**config.mk**
```make
export PLATFORM = sky130hd
export DESIGN_NAME = i2c_master_bit_sequencer_unit
export DESIGN_NICKNAME = d
export VERILOG_FILES = /design/src/rtl/i2cms_pkg.sv /design/src/rtl/i2cms_ctrl.sv /design/src/rtl/i2cms_phase_out.sv /design/src/rtl/i2c_master_bit_sequencer_unit.sv
export SDC_FILE = /design/constraint.sdc
export NUM_CORES = 1
export LEC_CHECK = 0
export ABC_AREA = 1
export BUFFER_PORTS_ARGS = -buffer_cell sky130_fd_sc_hd__clkbuf_2
export CORE_MARGIN = 2
export CORE_UTILIZATION = 50
export CTS_CLUSTER_DIAMETER = 60
export DETAILED_ROUTE_END_ITERATION = 12
export PLACE_DENSITY = 0.82
export SYNTH_ARGS = -nofsm -noshare
export SYNTH_HDL_FRONTEND = slang
export SYNTH_HIERARCHICAL = 1
export SYNTH_SLANG_ARGS = --single-unit
```
**constraint.sdc**
```tcl
create_clock -name clk -period 5.57 [get_ports clk]
set_input_delay 0.8355 -clock clk [delete_from_list [all_inputs] [get_ports clk]]
set_output_delay 0.8355 -clock clk [all_outputs]
set_load 0.01 [all_outputs]
```
**src/rtl/i2cms_pkg.sv**
```systemverilog
`default_nettype none

package i2cms_pkg;

  localparam int HOLD_W = 16;
  localparam int DATA_W = 8;
  localparam int OP_W   = 3;
  localparam int PC_W   = 5;
  localparam int CNT_W  = 3;

  localparam logic [HOLD_W-1:0] BIT_HOLD_RST = 16'd20;
  localparam logic [HOLD_W-1:0] ACK_HOLD_RST = 16'd10;

  // command codes
  localparam logic [OP_W-1:0] OP_START = 3'd0;
  localparam logic [OP_W-1:0] OP_STOP  = 3'd1;
  localparam logic [OP_W-1:0] OP_WRITE = 3'd2;
  localparam logic [OP_W-1:0] OP_READ  = 3'd3;
  localparam logic [OP_W-1:0] OP_WAIT  = 3'd4;

  // config register indexes
  localparam logic REG_BIT_HOLD = 1'b0;
  localparam logic REG_ACK_HOLD = 1'b1;

  // SDA source select
  localparam logic [1:0] SDA_ZERO = 2'd0;
  localparam logic [1:0] SDA_ONE  = 2'd1;
  localparam logic [1:0] SDA_TX   = 2'd2;
  localparam logic [1:0] SDA_ACK  = 2'd3;

  // hold time select
  localparam logic [1:0] HOLD_ZERO = 2'd0;
  localparam logic [1:0] HOLD_BIT  = 2'd1;
  localparam logic [1:0] HOLD_ACK  = 2'd2;

  // sequencing
  localparam logic [1:0] SEQ_NEXT = 2'd0;
  localparam logic [1:0] SEQ_LOOP = 2'd1;  // jump while count != 0
  localparam logic [1:0] SEQ_BR   = 2'd2;  // jump when SDA sampled high
  localparam logic [1:0] SEQ_END  = 2'd3;

  // program layout
  localparam logic [PC_W-1:0] A_START = 5'd0;
  localparam logic [PC_W-1:0] A_STOP  = 5'd3;
  localparam logic [PC_W-1:0] A_WRITE = 5'd6;
  localparam logic [PC_W-1:0] A_READ  = 5'd9;
  localparam logic [PC_W-1:0] A_WAIT  = 5'd14;
  localparam logic [PC_W-1:0] A_LAST  = 5'd16;

  localparam logic [CNT_W-1:0] BIT_LOOPS = 3'd7;

  typedef struct packed {
    logic            scl;
    logic [1:0]      sda_sel;
    logic            drv;
    logic [1:0]      hold_sel;
    logic            rxb;
    logic            err;
    logic            last;
    logic [1:0]      seq;
    logic [PC_W-1:0] target;
  } uword_t;

  // per-phase control from sequencer to output stage
  typedef struct packed {
    logic              emit;
    logic              scl;
    logic [1:0]        sda_sel;
    logic              drv;
    logic [1:0]        hold_sel;
    logic              tx_bit;
    logic              send_ack;
    logic              err;
    logic              last;
    logic [DATA_W-1:0] rx_byte;
  } phase_ctl_t;

  function automatic uword_t uw(input logic scl, input logic [1:0] sda,
                                input logic drv, input logic [1:0] hold,
                                input logic rxb, input logic err, input logic last,
                                input logic [1:0] seq, input logic [PC_W-1:0] tgt);
    uword_t w;
    w.scl      = scl;
    w.sda_sel  = sda;
    w.drv      = drv;
    w.hold_sel = hold;
    w.rxb      = rxb;
    w.err      = err;
    w.last     = last;
    w.seq      = seq;
    w.target   = tgt;
    return w;
  endfunction

  // microcode program
  function automatic uword_t ucode_rom(input logic [PC_W-1:0] pc);
    uword_t w;
    unique case (pc)
      // start
      5'd0:  w = uw(1'b1, SDA_ONE,  1'b1, HOLD_BIT,  1'b0, 1'b0, 1'b0, SEQ_NEXT, A_START);
      5'd1:  w = uw(1'b1, SDA_ZERO, 1'b1, HOLD_BIT,  1'b0, 1'b0, 1'b0, SEQ_NEXT, A_START);
      5'd2:  w = uw(1'b0, SDA_ZERO, 1'b1, HOLD_ZERO, 1'b0, 1'b0, 1'b1, SEQ_END,  A_START);
      // stop (also the failed-acknowledge tail; err gated by fail flag)
      5'd3:  w = uw(1'b0, SDA_ZERO, 1'b1, HOLD_BIT,  1'b0, 1'b0, 1'b0, SEQ_NEXT, A_START);
      5'd4:  w = uw(1'b1, SDA_ZERO, 1'b1, HOLD_ZERO, 1'b0, 1'b0, 1'b0, SEQ_NEXT, A_START);
      5'd5:  w = uw(1'b1, SDA_ONE,  1'b1, HOLD_BIT,  1'b0, 1'b1, 1'b1, SEQ_END,  A_START);
      // write byte
      5'd6:  w = uw(1'b0, SDA_TX,   1'b1, HOLD_BIT,  1'b0, 1'b0, 1'b0, SEQ_NEXT, A_START);
      5'd7:  w = uw(1'b1, SDA_TX,   1'b1, HOLD_BIT,  1'b0, 1'b0, 1'b0, SEQ_NEXT, A_START);
      5'd8:  w = uw(1'b0, SDA_TX,   1'b1, HOLD_BIT,  1'b0, 1'b0, 1'b1, SEQ_LOOP, A_WRITE);
      // read byte
      5'd9:  w = uw(1'b0, SDA_ONE,  1'b0, HOLD_BIT,  1'b0, 1'b0, 1'b0, SEQ_NEXT, A_START);
      5'd10: w = uw(1'b1, SDA_ONE,  1'b0, HOLD_BIT,  1'b0, 1'b0, 1'b0, SEQ_LOOP, A_READ);
      5'd11: w = uw(1'b0, SDA_ACK,  1'b1, HOLD_BIT,  1'b0, 1'b0, 1'b0, SEQ_NEXT, A_START);
      5'd12: w = uw(1'b1, SDA_ACK,  1'b1, HOLD_BIT,  1'b0, 1'b0, 1'b0, SEQ_NEXT, A_START);
      5'd13: w = uw(1'b0, SDA_ACK,  1'b1, HOLD_ZERO, 1'b1, 1'b0, 1'b1, SEQ_END,  A_START);
      // wait acknowledge
      5'd14: w = uw(1'b0, SDA_ONE,  1'b0, HOLD_ACK,  1'b0, 1'b0, 1'b0, SEQ_NEXT, A_START);
      5'd15: w = uw(1'b1, SDA_ONE,  1'b0, HOLD_ACK,  1'b0, 1'b0, 1'b0, SEQ_BR,   A_STOP);
      5'd16: w = uw(1'b0, SDA_ONE,  1'b0, HOLD_ZERO, 1'b0, 1'b0, 1'b1, SEQ_END,  A_START);
      default: w = uw(1'b0, SDA_ONE, 1'b0, HOLD_ZERO, 1'b0, 1'b0, 1'b1, SEQ_END, A_START);
    endcase
    return w;
  endfunction

  // entry point per command; bit PC_W flags a known command
  function automatic logic [PC_W:0] op_entry(input logic [OP_W-1:0] op);
    logic [PC_W:0] e;
    unique case (op)
      OP_START: e = {1'b1, A_START};
      OP_STOP:  e = {1'b1, A_STOP};
      OP_WRITE: e = {1'b1, A_WRITE};
      OP_READ:  e = {1'b1, A_READ};
      OP_WAIT:  e = {1'b1, A_WAIT};
      default:  e = {1'b0, A_START};
    endcase
    return e;
  endfunction

endpackage

`default_nettype wire

```
**src/rtl/i2cms_ctrl.sv**
```systemverilog
`default_nettype none

module i2cms_ctrl
  import i2cms_pkg::*;
(
  input  wire logic              clk,
  input  wire logic              rst,
  input  wire logic              in_valid,
  output logic                   in_stall,
  input  wire logic [OP_W-1:0]   operation,
  input  wire logic [DATA_W-1:0] tx_data,
  input  wire logic              send_ack,
  input  wire logic [DATA_W-1:0] rx_bits,
  input  wire logic              ack_level,
  input  wire logic              out_ready,
  output phase_ctl_t             ctl
);

  logic              busy;
  logic [PC_W-1:0]   pc;
  logic [CNT_W-1:0]  cnt;
  logic [DATA_W-1:0] tx_sh;
  logic              ack_r;
  logic [DATA_W-1:0] rx_r;
  logic              lvl_r;
  logic              fail;

  uword_t        word;
  logic          step;
  logic          take;
  logic [PC_W:0] entry;
  logic          cnt_zero;
  logic          fin;

  assign word     = ucode_rom(pc);
  assign step     = busy && out_ready;
  assign cnt_zero = (cnt == '0);
  // final phase of the command: a looping word only ends on its last pass
  assign fin      = word.last && (word.seq != SEQ_LOOP || cnt_zero);
  // last phase leaves the sequencer free for a new command at the same edge
  assign in_stall = busy && !(step && fin);
  assign take     = in_valid && !in_stall;
  assign entry    = op_entry(operation);

  always_comb begin
    ctl.emit     = step;
    ctl.scl      = word.scl;
    ctl.sda_sel  = word.sda_sel;
    ctl.drv      = word.drv;
    ctl.hold_sel = word.hold_sel;
    ctl.tx_bit   = tx_sh[DATA_W-1];
    ctl.send_ack = ack_r;
    ctl.err      = word.err && fail;
    ctl.last     = fin;
    ctl.rx_byte  = word.rxb ? rx_r : '0;
  end

  always_ff @(posedge clk) begin
    if (rst) begin
      busy <= 1'b0;
      fail <= 1'b0;
      pc   <= A_START;
      cnt  <= '0;
    end else if (take) begin
      busy  <= entry[PC_W];
      pc    <= entry[PC_W-1:0];
      cnt   <= BIT_LOOPS;
      fail  <= 1'b0;
      tx_sh <= tx_data;
      ack_r <= send_ack;
      rx_r  <= rx_bits;
      lvl_r <= ack_level;
    end else if (step) begin
      if (fin) begin
        busy <= 1'b0;
      end
      unique case (word.seq)
        SEQ_NEXT: pc <= pc + 1'b1;
        SEQ_LOOP: begin
          tx_sh <= {tx_sh[DATA_W-2:0], 1'b0};
          if (!cnt_zero) begin
            cnt <= cnt - 1'b1;
            pc  <= word.target;
          end else begin
            pc <= pc + 1'b1;
          end
        end
        SEQ_BR: begin
          if (lvl_r) begin
            pc   <= word.target;
            fail <= 1'b1;
          end else begin
            pc <= pc + 1'b1;
          end
        end
        SEQ_END: pc <= A_START;
      endcase
    end
  end

  a_pc_range: assert property (@(posedge clk) disable iff (rst) busy |-> pc <= A_LAST)
    else $error("pc outside program");
  a_idle_open: assert property (@(posedge clk) disable iff (rst) !busy |-> !in_stall)
    else $error("stall while idle");
  a_err_on_last: assert property (@(posedge clk) disable iff (rst)
    ctl.emit && ctl.err |-> ctl.last)
    else $error("error flag off the last phase");

endmodule

`default_nettype wire

```
**src/rtl/i2cms_phase_out.sv**
```systemverilog
`default_nettype none

module i2cms_phase_out
  import i2cms_pkg::*;
(
  input  wire logic              clk,
  input  wire logic              rst,
  input  wire logic              cfg_we,
  input  wire logic              cfg_index,
  input  wire logic [HOLD_W-1:0] cfg_data,
  input  wire phase_ctl_t        ctl,
  output logic                   out_ready,
  output logic                   out_valid,
  input  wire logic              out_stall,
  output logic                   scl_level,
  output logic                   sda_level,
  output logic                   sda_driven,
  output logic [HOLD_W-1:0]      hold_time,
  output logic [DATA_W-1:0]      rx_byte,
  output logic                   ack_error,
  output logic                   last_phase
);

  logic [HOLD_W-1:0] bit_hold;
  logic [HOLD_W-1:0] ack_hold;
  logic              sda_mux;
  logic [HOLD_W-1:0] hold_mux;

  assign out_ready = !out_valid || !out_stall;

  always_comb begin
    case (ctl.sda_sel)
      SDA_ZERO: sda_mux = 1'b0;
      SDA_ONE:  sda_mux = 1'b1;
      SDA_TX:   sda_mux = ctl.tx_bit;
      SDA_ACK:  sda_mux = !ctl.send_ack;
      default:  sda_mux = 1'b1;
    endcase
    case (ctl.hold_sel)
      HOLD_BIT: hold_mux = bit_hold;
      HOLD_ACK: hold_mux = ack_hold;
      default:  hold_mux = '0;
    endcase
  end

  always_ff @(posedge clk) begin
    if (rst) begin
      out_valid <= 1'b0;
      bit_hold  <= BIT_HOLD_RST;
      ack_hold  <= ACK_HOLD_RST;
    end else begin
      if (ctl.emit) begin
        out_valid <= 1'b1;
      end else if (!out_stall) begin
        out_valid <= 1'b0;
      end
      if (cfg_we) begin
        if (cfg_index == REG_BIT_HOLD) begin
          bit_hold <= cfg_data;
        end else begin
          ack_hold <= cfg_data;
        end
      end
    end
  end

  always_ff @(posedge clk) begin
    if (ctl.emit) begin
      scl_level  <= ctl.scl;
      sda_level  <= sda_mux;
      sda_driven <= ctl.drv;
      hold_time  <= hold_mux;
      rx_byte    <= ctl.rx_byte;
      ack_error  <= ctl.err;
      last_phase <= ctl.last;
    end
  end

  a_hold_beat: assert property (@(posedge clk) disable iff (rst)
    out_valid && out_stall |=> out_valid)
    else $error("stalled beat dropped");
  a_no_overrun: assert property (@(posedge clk) disable iff (rst)
    ctl.emit |-> out_ready)
    else $error("phase emitted into full output register");
  a_released_high: assert property (@(posedge clk) disable iff (rst)
    out_valid && !sda_driven |-> sda_level)
    else $error("released SDA not reported high");

endmodule

`default_nettype wire

```
**src/rtl/i2c_master_bit_sequencer_unit.sv**
```systemverilog
// I2C master bit sequencer.
// Input channel (in_valid/in_stall): one bus command per beat - operation, tx_data,
//   send_ack, rx_bits, ack_level. Output channel (out_valid/out_stall): one bus
//   phase per beat - SCL, SDA level, SDA drive enable, hold time, rx_byte,
//   ack_error; last_phase marks the final beat of a command.
// Beats per command: start 3, stop 3, write 24, read 19, wait-ack 3 (acked) or 5
//   (no ack, runs the stop tail with ack_error). Unknown codes give no beats.
// The command is registered in the sequencer; its phases then pass through the output register.
// Throughput: one phase per cycle while the output is not stalled, from a microcoded
//   sequencer (program ROM, step counter, bit loop counter); the next command is
//   taken in the cycle of the current last phase.
// Config: cfg_we writes bit_hold (index 0) or ack_hold (index 1) from cfg_data;
//   write only while idle.
// Reset: sequencer idle, output empty, bit_hold = 20, ack_hold = 10.
// Stall: a stalled phase holds in the output register; the sequencer waits and
//   in_stall stays high until the command's last phase has been emitted.
`default_nettype none

module i2c_master_bit_sequencer_unit
  import i2cms_pkg::*;
(
  input  wire logic              clk,
  input  wire logic              rst,
  input  wire logic              cfg_we,
  input  wire logic              cfg_index,
  input  wire logic [HOLD_W-1:0] cfg_data,
  input  wire logic              in_valid,
  output logic                   in_stall,
  input  wire logic [OP_W-1:0]   operation,
  input  wire logic [DATA_W-1:0] tx_data,
  input  wire logic              send_ack,
  input  wire logic [DATA_W-1:0] rx_bits,
  input  wire logic              ack_level,
  output logic                   out_valid,
  input  wire logic              out_stall,
  output logic                   scl_level,
  output logic                   sda_level,
  output logic                   sda_driven,
  output logic [HOLD_W-1:0]      hold_time,
  output logic [DATA_W-1:0]      rx_byte,
  output logic                   ack_error,
  output logic                   last_phase
);

  phase_ctl_t ctl;
  logic       out_ready;

  // program sequencer
  i2cms_ctrl u_ctrl (
    .clk       (clk),
    .rst       (rst),
    .in_valid  (in_valid),
    .in_stall  (in_stall),
    .operation (operation),
    .tx_data   (tx_data),
    .send_ack  (send_ack),
    .rx_bits   (rx_bits),
    .ack_level (ack_level),
    .out_ready (out_ready),
    .ctl       (ctl)
  );

  // field muxing, hold registers, output register
  i2cms_phase_out u_out (
    .clk        (clk),
    .rst        (rst),
    .cfg_we     (cfg_we),
    .cfg_index  (cfg_index),
    .cfg_data   (cfg_data),
    .ctl        (ctl),
    .out_ready  (out_ready),
    .out_valid  (out_valid),
    .out_stall  (out_stall),
    .scl_level  (scl_level),
    .sda_level  (sda_level),
    .sda_driven (sda_driven),
    .hold_time  (hold_time),
    .rx_byte    (rx_byte),
    .ack_error  (ack_error),
    .last_phase (last_phase)
  );

endmodule

`default_nettype wire

```
**After elaboration in Yosys (flattened, before gate mapping)**

Memories as Yosys holds them, arrays and structs flattened. A register that Yosys moved wholly into a read port is not among the register bits.
Cells that the tools add are included.
W data, S select, Z words.

- Add/sub/neg operators: 2
- Mux-type cells: 22
- Equality and inequality tests: 15
- Bitwise logic cells: 2
- Reductions and logical operators: 28

Operator list:

| operator | number |
|---|---|
| $pmux W16 S2 | 1 |
| $mux W5 | 6 |
| $pmux W6 S5 | 1 |
| $mux W8 | 3 |
| $pmux W5 S4 | 1 |
| $mux W3 | 4 |
| $eq A2 B2 Y1 const B | 5 |
| $reduce_and A3 Y1 | 3 |
| $reduce_and A2 Y1 | 4 |
| $eq A2 B1 Y1 const B | 3 |
| $eq A3 B2 Y1 const B | 2 |
| $logic_and A1 B1 Y1 | 6 |
| $logic_not A3 Y1 | 2 |
| $ne A2 B1 Y1 const B | 3 |
| $reduce_bool A2 Y1 | 3 |
| $add A5 B1 Y5 const B | 1 |
| $logic_not A1 Y1 | 5 |
| $mux W1 | 5 |
| $logic_not A2 Y1 | 2 |
| $pmux W1 S4 | 1 |
| $eq A3 B1 Y1 const B | 1 |
| $eq A3 B3 Y1 const B | 1 |
| $sub A3 B1 Y3 const B | 1 |
| $logic_or A1 B1 Y1 | 2 |
| 2 further kinds | 3 |

- Input port bits: 43
- Output and inout port bits: 31
- Memories kept: 1
- Memory bits (read-only): 480
- Word-level logic and storage cells: 88
- Register bits: 90

Memory list:

| memory | words | width | read ports | clocked after Yosys merged registers in | wr ports | line | text |
|---|---|---|---|---|---|---|---|
| (no name shown) | 32 | 15 | 1 | 1 | 0 | i2cms_pkg.sv:98 | `unique case (pc)` |

**Longest topological paths before layout**

- Depth in word-level cells: 11
- Gate-level depth with buffers: 18
- Gate-level depth less buffers: 18

**Hierarchy**

Netlist, hierarchy kept.

Modules (own cells, without submodules):

| module | cells an instance | area each (um2) | instances | sequential area each (um2) |
|---|---|---|---|---|
| i2cms_phase_out | 267 | 2466.1 | 1 | 1531.5 |
| i2cms_ctrl | 272 | 2213.4 | 1 | 1041.0 |

**Worst setup path after synthesis**

No wires, ideal clock.

- Path type: input to register
- Start: input out_stall
- End: register u_ctrl/word[14] (netlist name)
- Arrival time: 2.194 ns
- Setup time: 0.115 ns
- Data required time: 5.455 ns
- Slack: 3.261 ns
- Stages on the path: 14
- Buffers on the path: 1
- Path through: nand2_1 > nand2_1 > o21ai_2 > buf_4 > inv_1 > nand3_1 > nand2_1 > inv_1 > ha_1 > inv_1 > nand2_1 > nand3_1 > nand2_1 > nor2_1

- Word-level cells in the longest chain between the ends: 11
- Elaborated cells on any way between the ends: 12
- Those cells by class: mux (3); reduce/logical (9)

RTL lines:

| what | line | text |
|---|---|---|
| start: declaration | i2c_master_bit_sequencer_unit.sv:35 | `input wire logic out_stall,` |
| $logic_not A1 Y1 * | i2cms_phase_out.sv:29 | `assign out_ready = !out_valid \|\| !out_stall;` |
| $logic_or A1 B1 Y1 * | i2cms_phase_out.sv:29 |  |
| $logic_and A1 B1 Y1 * | i2cms_ctrl.sv:36 | `assign step = busy && out_ready;` |
| $logic_and A1 B1 Y1 | i2cms_ctrl.sv:41 | `assign in_stall = busy && !(step && fin);` |
| $logic_not A1 Y1 | i2cms_ctrl.sv:41 |  |
| $logic_and A1 B1 Y1 | i2cms_ctrl.sv:41 |  |
| $logic_not A1 Y1 | i2cms_ctrl.sv:42 | `assign take = in_valid && !in_stall;` |
| $logic_and A1 B1 Y1 | i2cms_ctrl.sv:42 |  |
| $mux W5 / $reduce_bool A2 Y1 (equally long branches) | -- |  |
| $mux W5 (no source line) * (2 in series) | -- |  |

Mark *: on every way between the ends. The rest lies on a longest branch, timed or not.
A chain may end at the register's enable or synchronous reset.

**Final worst setup path**

- Start: register u_ctrl.cnt[0]
- End: register u_ctrl/word[14] (netlist name)

- Word-level cells in the longest chain between the ends: 11
- Elaborated cells on any way between the ends: 15
- Those cells by class: mux (6); reduce/logical (9)

RTL lines:

| what | line | text |
|---|---|---|
| start: declaration | i2cms_ctrl.sv:21 | `logic [CNT_W-1:0] cnt;` |
| start signal: assignment | i2cms_ctrl.sv:82 | `cnt <= cnt - 1'b1;` |
| $logic_not A3 Y1 * | i2cms_ctrl.sv:37 | `assign cnt_zero = (cnt == '0);` |
| parallel branches: the longest is 8 deep, another holds $mux W5 | -- |  |
| $mux W5 (no source line) * (2 in series) | -- |  |

Every way passes the cells marked *. The select of a mux whose other input is x is not followed.

==> reports/results.ini <==
[cells_and_area]
layout.filler_cells=795
regArea_um2=2570
post-route-util_pct=57.0
antenna_cells=0
finish.net_count=650
multi_input_comb_area_um2=1670
layout-drive-gt1-share_pct=20.0
area_delta_synth_final_pct=11.4

[sta]
final.period_utilization_pct=47.1
pins_over_slew_limit=0
finalWorstPathRequiredPeriod_ns=2.62
setup_total_negative_slack_ns=0
fmaxAchievable_mhz=381
timing.final.setup_violations=0
worst_clock_skew_ns=0.0155
hold_violations=0
rsz0062_at_grt=false
relSlewSlack_pct=37.8
worst-slew-pin-transition_ns=0.933

[clock_tree]
cts_hold_buf=0
htreeDepth=3
clock_tree_buf_depth=2
cts.repair.resized=0
clock-root-buffer=sky130_fd_sc_hd__clkbuf_8
clock-sinks=105
number_of_buffers_created_by_cts=9
postCtsSetupRepairBufs=0
cts_tree=yes
clkLatencyLatePin_ns=0.37
worst_setup_hold_path_clk_slew_ns=0.11

[synthesis]
post_synth_instance_area_um2=4680
synth-seq-cells=105
syn_avg_cell_area_um2=8.68
netlist.area_leader.share_pct=30.2
synth_warnings=6
synth_top_cell_by_area=sky130_fd_sc_hd__edfxtp_1
synth.area.top_cells=sky130_fd_sc_hd__edfxtp_1 (30%), sky130_fd_sc_hd__dfxtp_1 (25%), sky130_fd_sc_hd__nand2_1 (11%)
synth-main-ff-cell=sky130_fd_sc_hd__dfxtp_1
synth.most_common_cell=sky130_fd_sc_hd__nand2_1
synth_sequential_area_ratio_pct=55.0
yosys-top-cells-count=sky130_fd_sc_hd__nand2_1 (142), sky130_fd_sc_hd__nor2_1 (73), sky130_fd_sc_hd__dfxtp_1 (58), sky130_fd_sc_hd__inv_1 (55), sky130_fd_sc_hd__edfxtp_1 (47)
synthArstFlopShare_pct=0
cells_after_synth=539
post_synth_num_cell_types=37
synth-edff-count=47
postSynthNetCount=593

[min_path]
min-delay-start=u_ctrl/word[12]
min-delay-path-class=flop to flop
worstHoldPathCells=0

[global_route]
largest_net_degree_at_the_start_of_global_routing=33
first_global_vias=3378
antenna_found_initial=0
global_route_wire_length_before_repair_um=15500
globalRoute.totalOverflow=0
overall_track_demand_over_capacity_in_global_routing_pct=19.6

[setup_path]
reg2regPathDepth=18
cp.required_ns=5.83
setup.worst_path.start=u_ctrl/cnt[0]
timing.critical_path.slowest_cell_delay_ns=0.36
critical_path.endpoint_type=flop
critical_path.most_common_cell=sky130_fd_sc_hd__nand2_1
startpoint_type=flop
critical_path.max_fanout=19
crit_arrival_ns=2.88
rr_startpoint=u_ctrl/cnt[0]
cell_chain_critical_path=inv_1 -> ha_1 -> nand2_1 -> nand2_2 -> nand3_2 -> nand2_4 -> nand2_4 -> inv_2 -> nand2_1 -> nand3_1 -> nand2_1 -> inv_1 -> ha_1 -> inv_1 -> nand2_1 -> nand3_1 -> nand2_1 -> nor2_1
critical_path.slowest_cell=sky130_fd_sc_hd__dfxtp_1
worst_setup_path_category=flop to flop

[die]
fp-row-count=35
die_width_um=101
floorplan.core_area_um2=9150
fp.dieArea_um2=10100
initial_core_utilization_pct=51.1
design.portCount=74
fp.dieH_um=101

[detailed_routing]
drt_iter0_drc=279
final_routed_drc_violation_total=0
post_drt_via_cell_ratio=5.09
drt_first_pass_iters=5
average_wire_per_cell_in_the_routed_design_um=13.5
drtAntennaViolNets=0
drt_wl_total_um=9620
detailroute.via_count=3627

[place]
buffer_ports.inserted=73
place.gp.congestion=0.900
dp_hpwl_um=6480

[power_and_ir_drop]
cellLeakagePower_nw=2.49
vdd_drop_max_uv=134
cellPowerDensity_nw_per_um2=337

[run]
maxCapViolations=0

[outcome]
outcome=finished, final reports clean

==> registers in the layout (all words and copies together), names as in the netlist, 3 cells and up <==
| signal | count |
|---|---|
| u_out/hold_time | 16 |
| u_out/rx_byte | 8 |
| u_out/ack_hold | 16 |
| u_ctrl/pc | 5 |
| u_ctrl/cnt | 3 |
| u_ctrl/rx_r | 8 |
| u_ctrl/tx_sh | 8 |
| u_out/bit_hold | 16 |
| u_ctrl/word | 15 |
==> cell type report <==
class | instances | share of cell area [%]
flip-flops and latches | 105 | 49.3
multi-input cells | 344 | 32.0
repair buffers | 74 | 7.15
inverters | 62 | 4.51
clock buffers | 10 | 2.86
well taps | 111 | 2.66
clock inverters | 6 | 1.51
==> final timing paths <==
path	end	slack [ns]
setup / recovery	u_ctrl/word[14]	2.95
hold / removal	u_out/sda_driven	0.42
setup reg to reg	u_ctrl/word[14]	2.95
hold reg to reg	u_out/sda_driven	0.42
==> routing by layer <==
| layer | vias up | routed length [µm] | track usage (%) | part of all wire [%] |
|---|---|---|---|---|
| met4 | 0 | 178 | 7.38 | 1.9 |
| met2 | 128 | 4870 | 33.2 | 51 |
| met3 | 18 | 574 | 5.20 | 6.0 |
| met5 | - | 0 | 0 | 0 |
| met1 | 1661 | 3990 | 24.1 | 42 |
| li1 | 1820 | - | - | - |
==> critical path, delay by kind of cell (launching register included) <==
kind	cells	cell delay, ns
simple gates	12	1.22
fa+ha+maj	2	0.53
buf+inv	4	0.37
flops	1	0.36
==> report_power, final <==
group	total [mW]	internal, mW	switching [mW]
combinational	0.320	0.106	0.214
clock	0.517	0.245	0.273
sequential	0.918	0.884	0.0348
total	1.76	1.23	0.522
==> cell usage in the layout, fill, tap and decap left out, types with 2 or more instances in the layout <==
cell type,n
sky130_fd_sc_hd__xor2_1,2
sky130_fd_sc_hd__inv_8,2
sky130_fd_sc_hd__inv_2,6
sky130_fd_sc_hd__dfxtp_1,58
sky130_fd_sc_hd__a21oi_4,2
sky130_fd_sc_hd__edfxtp_1,47
sky130_fd_sc_hd__a21oi_1,24
sky130_fd_sc_hd__clkbuf_8,9
sky130_fd_sc_hd__ha_1,11
sky130_fd_sc_hd__o21ai_0,23
sky130_fd_sc_hd__clkbuf_2,73
sky130_fd_sc_hd__o21ai_1,2
sky130_fd_sc_hd__a31oi_1,3
sky130_fd_sc_hd__nand3_2,3
sky130_fd_sc_hd__nand2_4,5
sky130_fd_sc_hd__nand3_1,33
sky130_fd_sc_hd__nand2_2,7
sky130_fd_sc_hd__inv_1,55
sky130_fd_sc_hd__nor2_1,73
sky130_fd_sc_hd__clkinv_4,2
sky130_fd_sc_hd__nand2_1,142
==> logic make-up (layout without fill, tap and decap cells) <==
kind of cell,after synthesis,after routing,synth area share [%]
adders and majority gates,11,11,2.94
AOI/OAI and AO/OA,61,61,7.62
DFF,105,105,55.0
and+or+nand+nor,270,270,24.7
xor gates and xnor gates,2,2,0.374
buffers and inverters,90,152,9.41
==> metrics by stage <==
stage	setup slack (ns)	cell area, µm²	hold slack, ns	power, mW	std cells
after floorplan	3.26	4680	0.429	1.18	539
after global placement	2.81	4990	0.396	1.24	696
after detailed placement	2.69	4990	0.397	1.25	696
after CTS	2.99	5210	0.421	1.77	712
after global routing	2.73	5210	0.432	1.85	712
final	2.95	5210	0.417	1.76	712
No activity file was read; power rests on OpenSTA's default activity.
